[src/rtl/morse_key_decoder_assert.svh]
// Assertion macros for the Morse key decoder.
// Used by the top level; define ASSERT_OFF to compile them out.
`ifndef MORSE_KEY_DECODER_ASSERT_SVH
`define MORSE_KEY_DECODER_ASSERT_SVH

`ifndef ASSERT_OFF
`define MKD_ASSERT(label, clk, rst_n, prop, msg) \
    label: assert property (@(posedge clk) disable iff (!rst_n) prop) else $error(msg);
`define MKD_ASSERT_NEVER(label, clk, rst_n, expr, msg) \
    label: assert property (@(posedge clk) disable iff (!rst_n) !(expr)) else $error(msg);
`else
`define MKD_ASSERT(label, clk, rst_n, prop, msg)
`define MKD_ASSERT_NEVER(label, clk, rst_n, expr, msg)
`endif

`endif

[src/rtl/mkd_pkg.sv]
// Shared types, constants and the letter table of the Morse key decoder.
// No dependencies; used by mkd_step and morse_key_decoder.
package mkd_pkg;

    localparam int unsigned TICK_W     = 13;
    localparam int unsigned MIN_W      = 10;
    localparam int unsigned FLASH_W    = 7;
    localparam int unsigned COUNT_W    = 3;
    localparam int unsigned SYM_W      = 5;
    localparam int unsigned WORD_W     = 7;
    localparam int unsigned INDEX_W    = 5;
    localparam int unsigned CFG_IDX_W  = 3;
    localparam int unsigned CFG_DATA_W = 13;
    localparam int unsigned LETTER_COUNT = 26;

    localparam logic [TICK_W-1:0]  PRESS_CAP    = 13'd5000;
    localparam logic [TICK_W-1:0]  RELEASE_TOP  = 13'd5000;
    localparam logic [TICK_W-1:0]  RELEASE_HOLD = 13'd4999;
    localparam logic [WORD_W-1:0]  WORD_LIMIT   = 7'd64;
    localparam logic [WORD_W-1:0]  WORD_SAT     = 7'd127;
    localparam logic [COUNT_W-1:0] SYM_LIMIT    = 3'd5;
    localparam logic [COUNT_W-1:0] SYM_LAST_POS = 3'd4;
    localparam logic [INDEX_W-1:0] LAST_LETTER  = 5'd25;

    localparam logic [CFG_IDX_W-1:0] CFG_MIN_PRESS = 3'd0;
    localparam logic [CFG_IDX_W-1:0] CFG_DOT_MAX   = 3'd1;
    localparam logic [CFG_IDX_W-1:0] CFG_CHAR_GAP  = 3'd2;
    localparam logic [CFG_IDX_W-1:0] CFG_WORD_GAP  = 3'd3;
    localparam logic [CFG_IDX_W-1:0] CFG_FLASH_LEN = 3'd4;

    localparam logic [MIN_W-1:0]   RST_MIN_PRESS = 10'd10;
    localparam logic [TICK_W-1:0]  RST_DOT_MAX   = 13'd300;
    localparam logic [TICK_W-1:0]  RST_CHAR_GAP  = 13'd500;
    localparam logic [TICK_W-1:0]  RST_WORD_GAP  = 13'd2000;
    localparam logic [FLASH_W-1:0] RST_FLASH_LEN = 7'd100;

    // bits 7..5 symbol count, bits 4..0 symbols (dot = 1, first at bit 4)
    localparam logic [7:0] LETTER_CODES [LETTER_COUNT] = '{
        8'h50, 8'h8E, 8'h8A, 8'h6C, 8'h30, 8'h9A, 8'h64, 8'h9E, 8'h58, 8'h90,
        8'h68, 8'h96, 8'h40, 8'h48, 8'h60, 8'h92, 8'h84, 8'h74, 8'h7C, 8'h20,
        8'h78, 8'h9C, 8'h70, 8'h8C, 8'h88, 8'h86
    };

    typedef struct packed {
        logic [MIN_W-1:0]   min_press;
        logic [TICK_W-1:0]  dot_max;
        logic [TICK_W-1:0]  char_gap;
        logic [TICK_W-1:0]  word_gap;
        logic [FLASH_W-1:0] flash_len;
    } t_cfg;

    typedef struct packed {
        logic [TICK_W-1:0]  press_ticks;
        logic [TICK_W-1:0]  release_ticks;
        logic [COUNT_W-1:0] symbol_count;
        logic [SYM_W-1:0]   symbol_bits;
        logic [WORD_W-1:0]  letters_in_word;
        logic [FLASH_W-1:0] flash_count;
    } t_state;

    typedef struct packed {
        logic               led_on;
        logic               letter_valid;
        logic [INDEX_W-1:0] letter_index;
        logic               word_end;
    } t_result;

    typedef struct packed {
        logic               hit;
        logic [INDEX_W-1:0] index;
    } t_lookup;

    function automatic t_lookup letter_lookup(input logic [7:0] code);
        t_lookup res;
        res = '0;
        for (int i = 0; i < LETTER_COUNT; i++) begin
            if (!res.hit && LETTER_CODES[i] == code) begin
                res.hit   = 1'b1;
                res.index = INDEX_W'(i);
            end
        end
        return res;
    endfunction

endpackage

[src/rtl/mkd_step.sv]
// Next-state and result logic for one key sample of the Morse key decoder.
// Depends on mkd_pkg; purely combinational, registered by the top level.
module mkd_step (
    input  mkd_pkg::t_cfg    i_cfg,
    input  mkd_pkg::t_state  i_state,
    input  logic             i_key_down,
    output mkd_pkg::t_state  o_state,
    output mkd_pkg::t_result o_result
);

    logic                            sym_hit;
    logic [mkd_pkg::COUNT_W-1:0]     sc1;
    logic [mkd_pkg::SYM_W-1:0]       sb1;
    logic [mkd_pkg::TICK_W-1:0]      rel1;
    logic [mkd_pkg::TICK_W-1:0]      press1;
    logic                            end_full;
    logic                            end_gap;
    logic                            end_any;
    mkd_pkg::t_lookup                look;
    logic                            hit;
    logic [mkd_pkg::WORD_W-1:0]      liw1;
    logic                            word_br;
    logic [mkd_pkg::FLASH_W-1:0]     flash1;
    mkd_pkg::t_state                 n_state;

    assign sym_hit = i_state.press_ticks >= {3'd0, i_cfg.min_press};
    assign sc1     = sym_hit ? i_state.symbol_count + 3'd1 : i_state.symbol_count;
    assign sb1     = (sym_hit && i_state.press_ticks <= i_cfg.dot_max
                      && i_state.symbol_count <= mkd_pkg::SYM_LAST_POS)
                   ? (i_state.symbol_bits | (5'b10000 >> i_state.symbol_count))
                   : i_state.symbol_bits;
    assign rel1    = (i_state.release_ticks < mkd_pkg::RELEASE_TOP)
                   ? i_state.release_ticks + 13'd1 : i_state.release_ticks;
    assign press1  = (i_state.press_ticks < mkd_pkg::PRESS_CAP)
                   ? i_state.press_ticks + 13'd1 : i_state.press_ticks;

    assign end_full = !i_key_down && sym_hit && sc1 == mkd_pkg::SYM_LIMIT;
    assign end_gap  = !i_key_down && !end_full && sc1 != '0 && rel1 >= i_cfg.char_gap;
    assign end_any  = end_full || end_gap;
    assign look     = mkd_pkg::letter_lookup({sc1, sb1});
    assign hit      = end_any && look.hit;
    assign liw1     = (hit && i_state.letters_in_word < mkd_pkg::WORD_SAT)
                    ? i_state.letters_in_word + 7'd1 : i_state.letters_in_word;
    assign word_br  = !i_key_down && !end_gap
                    && (rel1 >= i_cfg.word_gap || liw1 >= mkd_pkg::WORD_LIMIT);

    always_comb begin
        n_state = i_state;
        if (i_key_down) begin
            n_state.release_ticks = '0;
            n_state.press_ticks   = press1;
            if (press1 >= i_cfg.dot_max) begin
                n_state.flash_count = 7'd1;
            end
        end else begin
            n_state.press_ticks     = '0;
            n_state.release_ticks   = (rel1 >= mkd_pkg::RELEASE_TOP)
                                    ? mkd_pkg::RELEASE_HOLD : rel1;
            n_state.symbol_count    = end_any ? '0 : sc1;
            n_state.symbol_bits     = end_any ? '0 : sb1;
            n_state.letters_in_word = (word_br && liw1 != '0) ? '0 : liw1;
            if (word_br) begin
                n_state.flash_count = 7'd1;
            end else if (end_any) begin
                n_state.flash_count = i_cfg.flash_len;
            end
        end
        flash1 = n_state.flash_count;
        if (flash1 != '0) begin
            n_state.flash_count = flash1 - 7'd1;
        end
    end

    assign o_state               = n_state;
    assign o_result.led_on       = flash1 != '0;
    assign o_result.letter_valid = hit;
    assign o_result.letter_index = hit ? look.index : '0;
    assign o_result.word_end     = word_br && liw1 != '0;

endmodule

[src/rtl/morse_key_decoder.sv]
// Morse key decoder top level: config registers, state register, output skid.
// Depends on mkd_pkg, mkd_step and morse_key_decoder_assert.svh.
//
// Takes one key sample per item and returns exactly one result item per sample.
// Throughput is one item per clock while o_in_stall is low: the full timing,
// symbol and letter-table step is a single combinational pass between the state
// register and the output register. A two-deep output stage (output register plus
// skid register) lets the input keep flowing for one extra item while the output
// is stalled; o_in_stall rises only when both are full. Configuration writes take
// effect on the next accepted item and are meant to be done while the block is idle.
`include "morse_key_decoder_assert.svh"

module morse_key_decoder (
    input  logic                              i_clk,
    input  logic                              i_rst_n,
    input  logic                              i_in_valid,
    output logic                              o_in_stall,
    input  logic                              i_key_down,
    output logic                              o_out_valid,
    input  logic                              i_out_stall,
    output logic                              o_led_on,
    output logic                              o_letter_valid,
    output logic [mkd_pkg::INDEX_W-1:0]       o_letter_index,
    output logic                              o_word_end,
    input  logic                              i_cfg_we,
    input  logic [mkd_pkg::CFG_IDX_W-1:0]     i_cfg_index,
    input  logic [mkd_pkg::CFG_DATA_W-1:0]    i_cfg_data
);

    mkd_pkg::t_cfg    r_cfg;
    mkd_pkg::t_state  r_state;
    mkd_pkg::t_state  n_state;
    mkd_pkg::t_result n_result;
    mkd_pkg::t_result r_out;
    mkd_pkg::t_result r_skid;
    logic             r_out_valid;
    logic             r_skid_valid;
    logic             in_acc;
    logic             out_take;

    assign o_in_stall = r_skid_valid;
    assign in_acc     = i_in_valid && !r_skid_valid;
    assign out_take   = r_out_valid && !i_out_stall;

    mkd_step u_step (
        .i_cfg      (r_cfg),
        .i_state    (r_state),
        .i_key_down (i_key_down),
        .o_state    (n_state),
        .o_result   (n_result)
    );

    always_ff @(posedge i_clk) begin
        if (!i_rst_n) begin
            r_cfg.min_press <= mkd_pkg::RST_MIN_PRESS;
            r_cfg.dot_max   <= mkd_pkg::RST_DOT_MAX;
            r_cfg.char_gap  <= mkd_pkg::RST_CHAR_GAP;
            r_cfg.word_gap  <= mkd_pkg::RST_WORD_GAP;
            r_cfg.flash_len <= mkd_pkg::RST_FLASH_LEN;
        end else if (i_cfg_we) begin
            unique case (i_cfg_index)
                mkd_pkg::CFG_MIN_PRESS: r_cfg.min_press <= i_cfg_data[mkd_pkg::MIN_W-1:0];
                mkd_pkg::CFG_DOT_MAX:   r_cfg.dot_max   <= i_cfg_data;
                mkd_pkg::CFG_CHAR_GAP:  r_cfg.char_gap  <= i_cfg_data;
                mkd_pkg::CFG_WORD_GAP:  r_cfg.word_gap  <= i_cfg_data;
                mkd_pkg::CFG_FLASH_LEN: r_cfg.flash_len <= i_cfg_data[mkd_pkg::FLASH_W-1:0];
                default: ;
            endcase
        end
    end

    always_ff @(posedge i_clk) begin
        if (!i_rst_n) begin
            r_state <= '0;
        end else if (in_acc) begin
            r_state <= n_state;
        end
    end

    always_ff @(posedge i_clk) begin
        if (!i_rst_n) begin
            r_out_valid  <= 1'b0;
            r_skid_valid <= 1'b0;
        end else if (r_skid_valid) begin
            if (out_take) begin
                r_skid_valid <= 1'b0;
            end
        end else if (in_acc) begin
            if (r_out_valid && !out_take) begin
                r_skid_valid <= 1'b1;
            end
            r_out_valid <= 1'b1;
        end else if (out_take) begin
            r_out_valid <= 1'b0;
        end
    end

    always_ff @(posedge i_clk) begin
        if (r_skid_valid) begin
            if (out_take) begin
                r_out <= r_skid;
            end
        end else if (in_acc) begin
            if (r_out_valid && !out_take) begin
                r_skid <= n_result;
            end else begin
                r_out <= n_result;
            end
        end
    end

    assign o_out_valid    = r_out_valid;
    assign o_led_on       = r_out.led_on;
    assign o_letter_valid = r_out.letter_valid;
    assign o_letter_index = r_out.letter_index;
    assign o_word_end     = r_out.word_end;

    `MKD_ASSERT_NEVER(a_skid_needs_out, i_clk, i_rst_n, r_skid_valid && !r_out_valid, "skid holds an item while output register is empty")
    `MKD_ASSERT(a_fill_skid, i_clk, i_rst_n, (in_acc && r_out_valid && i_out_stall) |=> r_skid_valid, "item accepted under stall not parked in skid")
    `MKD_ASSERT_NEVER(a_symbol_count, i_clk, i_rst_n, r_state.symbol_count > mkd_pkg::SYM_LAST_POS, "symbol count past four between items")
    `MKD_ASSERT_NEVER(a_tick_range, i_clk, i_rst_n, r_state.release_ticks > mkd_pkg::RELEASE_HOLD || r_state.press_ticks > mkd_pkg::PRESS_CAP, "tick counter out of range")
    `MKD_ASSERT_NEVER(a_letter_range, i_clk, i_rst_n, o_out_valid && o_letter_valid && o_letter_index > mkd_pkg::LAST_LETTER, "letter index past Z")

endmodule
[config.mk]
export PLATFORM = sky130hd
export DESIGN_NAME = morse_key_decoder
export DESIGN_NICKNAME = d
export VERILOG_FILES = /design/src/rtl/mkd_pkg.sv /design/src/rtl/mkd_step.sv /design/src/rtl/morse_key_decoder.sv
export VERILOG_INCLUDE_DIRS = /design/src /design/src/rtl
export SDC_FILE = /design/constraint.sdc
export NUM_CORES = 1
export LEC_CHECK = 0
export BUFFER_PORTS_ARGS = -buffer_cell sky130_fd_sc_hd__buf_2
export CORE_MARGIN = 3
export CORE_UTILIZATION = 30
export CTS_BUF_LIST = sky130_fd_sc_hd__clkbuf_4 sky130_fd_sc_hd__clkbuf_8
export DETAILED_ROUTE_END_ITERATION = 6
export GPL_ROUTABILITY_DRIVEN = 0
export RECOVER_POWER = 50
export SLEW_MARGIN = 10
export SYNTH_ARGS = -nofsm -noshare
export SYNTH_HDL_FRONTEND = slang
export SYNTH_SLANG_ARGS = --single-unit
[constraint.sdc]
create_clock -name i_clk -period 9.8 [get_ports i_clk]
set_input_delay 0.49 -clock i_clk [delete_from_list [all_inputs] [get_ports i_clk]]
set_output_delay 0.49 -clock i_clk [all_outputs]
set_load 0.01 [all_outputs]
==> impl_results.md <==
* Status: finished with violations
* Violated checks: capacitance limit, slew limit
* Fmax at between 150 and 200 MHz
* FFs w/ async S/R, synth at 0%
* Port Buf Inserts at 31
* Critical path fanouts, max at 12
* Drt pass-1 iters at 7
* Clock-pin slew on the worst setup and hold paths at roughly 0.09 ns
* Hold path cells at 3
* I/O pin count at 32
* Slew @ Worst Pin at between 3 and 4 ns
* Multiplexer share of the synthesized area at 1.493%
* CTS tree: yes
* WL final at 22.01 mm
* GR Overflow Total at 0
* Vias at 7321
* Die ar. at between 20000 and 30000 um2
* Initial antenna violation count at 0
* Met3 wire length at about 1.1 mm
* Synth-to-Final Area Change at 10.01%
* Setup TNS at 0 ns
* Core footprint at roughly 26000 um2
* Synth Area in Adders at about 11%
* Hold-fix buffers at CTS at 0
* Die height at 169.8 um
* Element type at the critical path start: flop
* Most used DFF post-synth: dfxtp_1
* Setup violations, final at 0
* Unrepaired setup endpoints after global routing: no
* Post-CTS resize count at 0
* Initial Utilization at between 30 and 40%
* Compound-cell area share of the yosys netlist at 25.63%
* Post-Synth XOR/XNOR Area at 2.939%
* Routed wl met2 at around 10 mm
* Post-Route M1 WL at about 11 mm
* Largest family of logic cells by synthesized area: compound AO/OA/AOI/OAI gates
* Cts bufs inserted at 17
* Placement Setup Slack at about 3.5 ns
* Shortest period the worst path allows at 6.365 ns
* Routed wire length per instance at roughly 16 um
* Final period util at 64.95%
* Largest net degree at the start of global routing at 72
* Slew Limit Fails at between 100 and 150
* CP endpoint kind: flop
* CP Data Arrival Time at between 6 and 7 ns
* Maximum VDD drop at approximately 70 uV
* Gate Count Post-Synth at between 1000 and 1500
* Via/cell ratio at 5.383
* Clock sinks at 122
* Leak Pwr at ~3.6 nW
* Finished Cell Area at between 8000 and 9000 um2
* Crit Path Class: flop to flop
* Share of layout cells above drive strength 1 at between 9 and 10%
* Gr usage total at 15.42%
* Maxcap violations at 2
* Clk root buf: clkbuf_8
* CTS Buffer Depth at 2
* YS warnings at 0
* Top layer in use: met4
* Slew headroom at -140.5%
* Worst-Skew Late Latency at about 0.45 ns
* Worst Reg-to-Reg Cells at 26
* Row Count at 59
* Cell variety after synth at between 80 and 90
* Post-DP Area at 8482 um2
* Drt drc at 0
* Htree depth at 4
* Power Total at between 1 and 1.5 mW
* Diodes inserted at 0
* DRT antenna net count at 0
* Die Wd at roughly 170 um
* Worst Hold Class: primary input to flop
* Seq/Total Area, Yosys at approximately a third
* Avg Cell Area, Syn at 8.022 um2
* Post-DP HPWL at between 15 and 20 mm
* Setup ws final at 3.435 ns
* Initial DRC Count at roughly 550
* Area of the mapped netlist at 8046 um2
* Vias in the first global route at around 7000
* Post-layout net count at 1107
* Fill cells at roughly 2800
* First-pass GRT wire length at ~37 mm
* Number of flops mapped to enable cells by yosys at 16
* Clock skew at about 0.019 ns
* Syn nets at ~1100
* Post-synthesis simple-gate area fraction at between 20% and 30%
* CP Data Required Time at between 10 and 15 ns
* Synthesized flop and latch total at around 120
* Endpoints failing hold at 0
* PD cells at about 130 nW/um2
* # Post-CTS Setup Buffers at 0
## synth_stat cells, drive strengths merged (4+ instances only)
cell type  instances  area [um2]
nor2              78       297.8
or2                4       25.03
nor4               6       43.79
xnor2             19       166.4
ha                71       888.4
xor2               8       70.07
a41o               4       40.04
a31oi             17       112.6
a211oi             5       47.54
a22o               5       43.79
buf                6       37.53
o2111ai            4       35.03
nor2b             10       62.56
o21a              11       82.58
nand2            146       548.0
o41ai              4       50.05
and3              18       112.6
a22oi             17       127.6
a311oi             5       43.79
a21o              14       106.4
mux2               8       90.09
nor3              24       136.4
or3                5       31.28
o21ai             49       245.2
edfxtp            16       480.5
o31ai             11       120.1
nand4             14       87.58
and2               4       25.02
dfxtp            106        2122
clkbuf            39       146.4
inv               67       251.5
a21oi             86       430.4
nand3             36       192.7
o211ai            26       195.2
nand2b             5       31.28
a221oi             4       35.03
## worst max-delay path, stage by stage (launching register included)
cell	delay, ns
dfxtp_1	0.36
nor4_1	0.34
o21ai_0	0.17
a21oi_1	0.27
nor2b_1	0.23
and3_1	0.24
nand3_1	0.11
xnor2_1	0.37
ha_1	0.32
a21bo_2	0.19
a21o_1	0.17
a21o_1	0.17
a21oi_1	0.13
o21ai_0	0.12
a31oi_1	0.26
nor2_1	0.14
nor2b_1	0.69
a22oi_1	0.20
o22a_1	0.23
nor2_1	0.15
ha_1	0.21
nand3_1	0.12
nor3_4	0.23
nand3_4	0.15
nor2_2	0.23
inv_2	0.07
mux2_2	0.26
## stage by stage
| stage | instances | hold slack [ns] | util [%] |
|---|---|---|---|
| 2_1_floorplan | 1003 | 0.4363 | - |
| 3_3_place_gp | 1330 | 0.4431 | 32.37 |
| 3_5_place_dp | 1330 | 0.4475 | 32.37 |
| 4_1_cts | 1360 | 0.3007 | 33.86 |
| 5_1_grt | 1360 | 0.3014 | 33.78 |
| 6_report | 1360 | 0.3215 | 33.78 |
## flip-flops by register name, summed over array words and instances, names as in the netlist
name,count
r_cfg,56
r_state,48
r_skid,8
o_letter_index,5
o_in_stall,1
o_led_on,1
o_letter_valid,1
o_out_valid,1
o_word_end,1
## area by class of cell
class | instances | area (um2) | share of cell area [%]
Inverter | 69 | 259.0 | 2.926
Sequential cell | 122 | 2603 | 29.40
Tap cell | 335 | 419.2 | 4.735
Clock buffer | 23 | 297.8 | 3.364
Clock inverter | 7 | 92.59 | 1.046
Multi-Input combinational cell | 767 | 5004 | 56.52
Timing Repair Buffer | 37 | 177.7 | 2.007
## logic make-up (layout without fill, tap and decap cells)
| family | after synthesis | in the layout |
|---|---|---|
| flip-flops | 122 | 122 |
| AO/OA/AOI/OAI | 296 | 296 |
| buffers and inverters | 114 | 136 |
| XOR/XNOR | 27 | 27 |
| multiplexers | 11 | 11 |
| adder cells (fa/ha/maj) | 72 | 72 |
| AND/OR/NAND/NOR | 361 | 361 |
## power breakdown
group	leakage (nW)	internal, mW	switching (mW)
Sequential	1.02	0.522	0.00998
Clock	0.202	0.252	0.211
Combinational	2.33	0.0437	0.0806
Total	3.55	0.817	0.301
## per-layer routing
layer | track usage, % | vias to the layer above
li1 | - | 3652
met4 | 3.201 | 0
met3 | 3.238 | 19
met5 | 0 | -
met2 | 24.83 | 191
met1 | 21.39 | 3459
## path summary, 6_finish.rpt
path	startpoint	end	slack (ns)
worst max-delay path	r_state[25]$_SDFFE_PN0P_	o_led_on$_DFFE_PP_	3.44
worst max register to register	r_state[25]$_SDFFE_PN0P_	o_led_on$_DFFE_PP_	3.44
worst min-delay path	i_cfg_data[11]	r_cfg[18]$_SDFFE_PN0P_	0.32
worst min register to register	r_cfg[39]$_SDFFE_PN0P_	r_cfg[39]$_SDFFE_PN0P_	0.45
## placed cells by master, fill, tap and decap left out, types with 16 or more instances in the layout
master / n
nand2_1: 146
dfxtp_1: 106
a21oi_1: 86
nor2_1: 75
ha_1: 71
inv_1: 65
o21ai_0: 43
nand3_1: 35
o211ai_1: 26
nor3_1: 22
clkbuf_8: 20
xnor2_1: 19
buf_2: 19
and3_1: 18
a22oi_1: 17
a31oi_1: 16
edfxtp_1: 16
No activity file was read; power rests on OpenSTA's default activity.
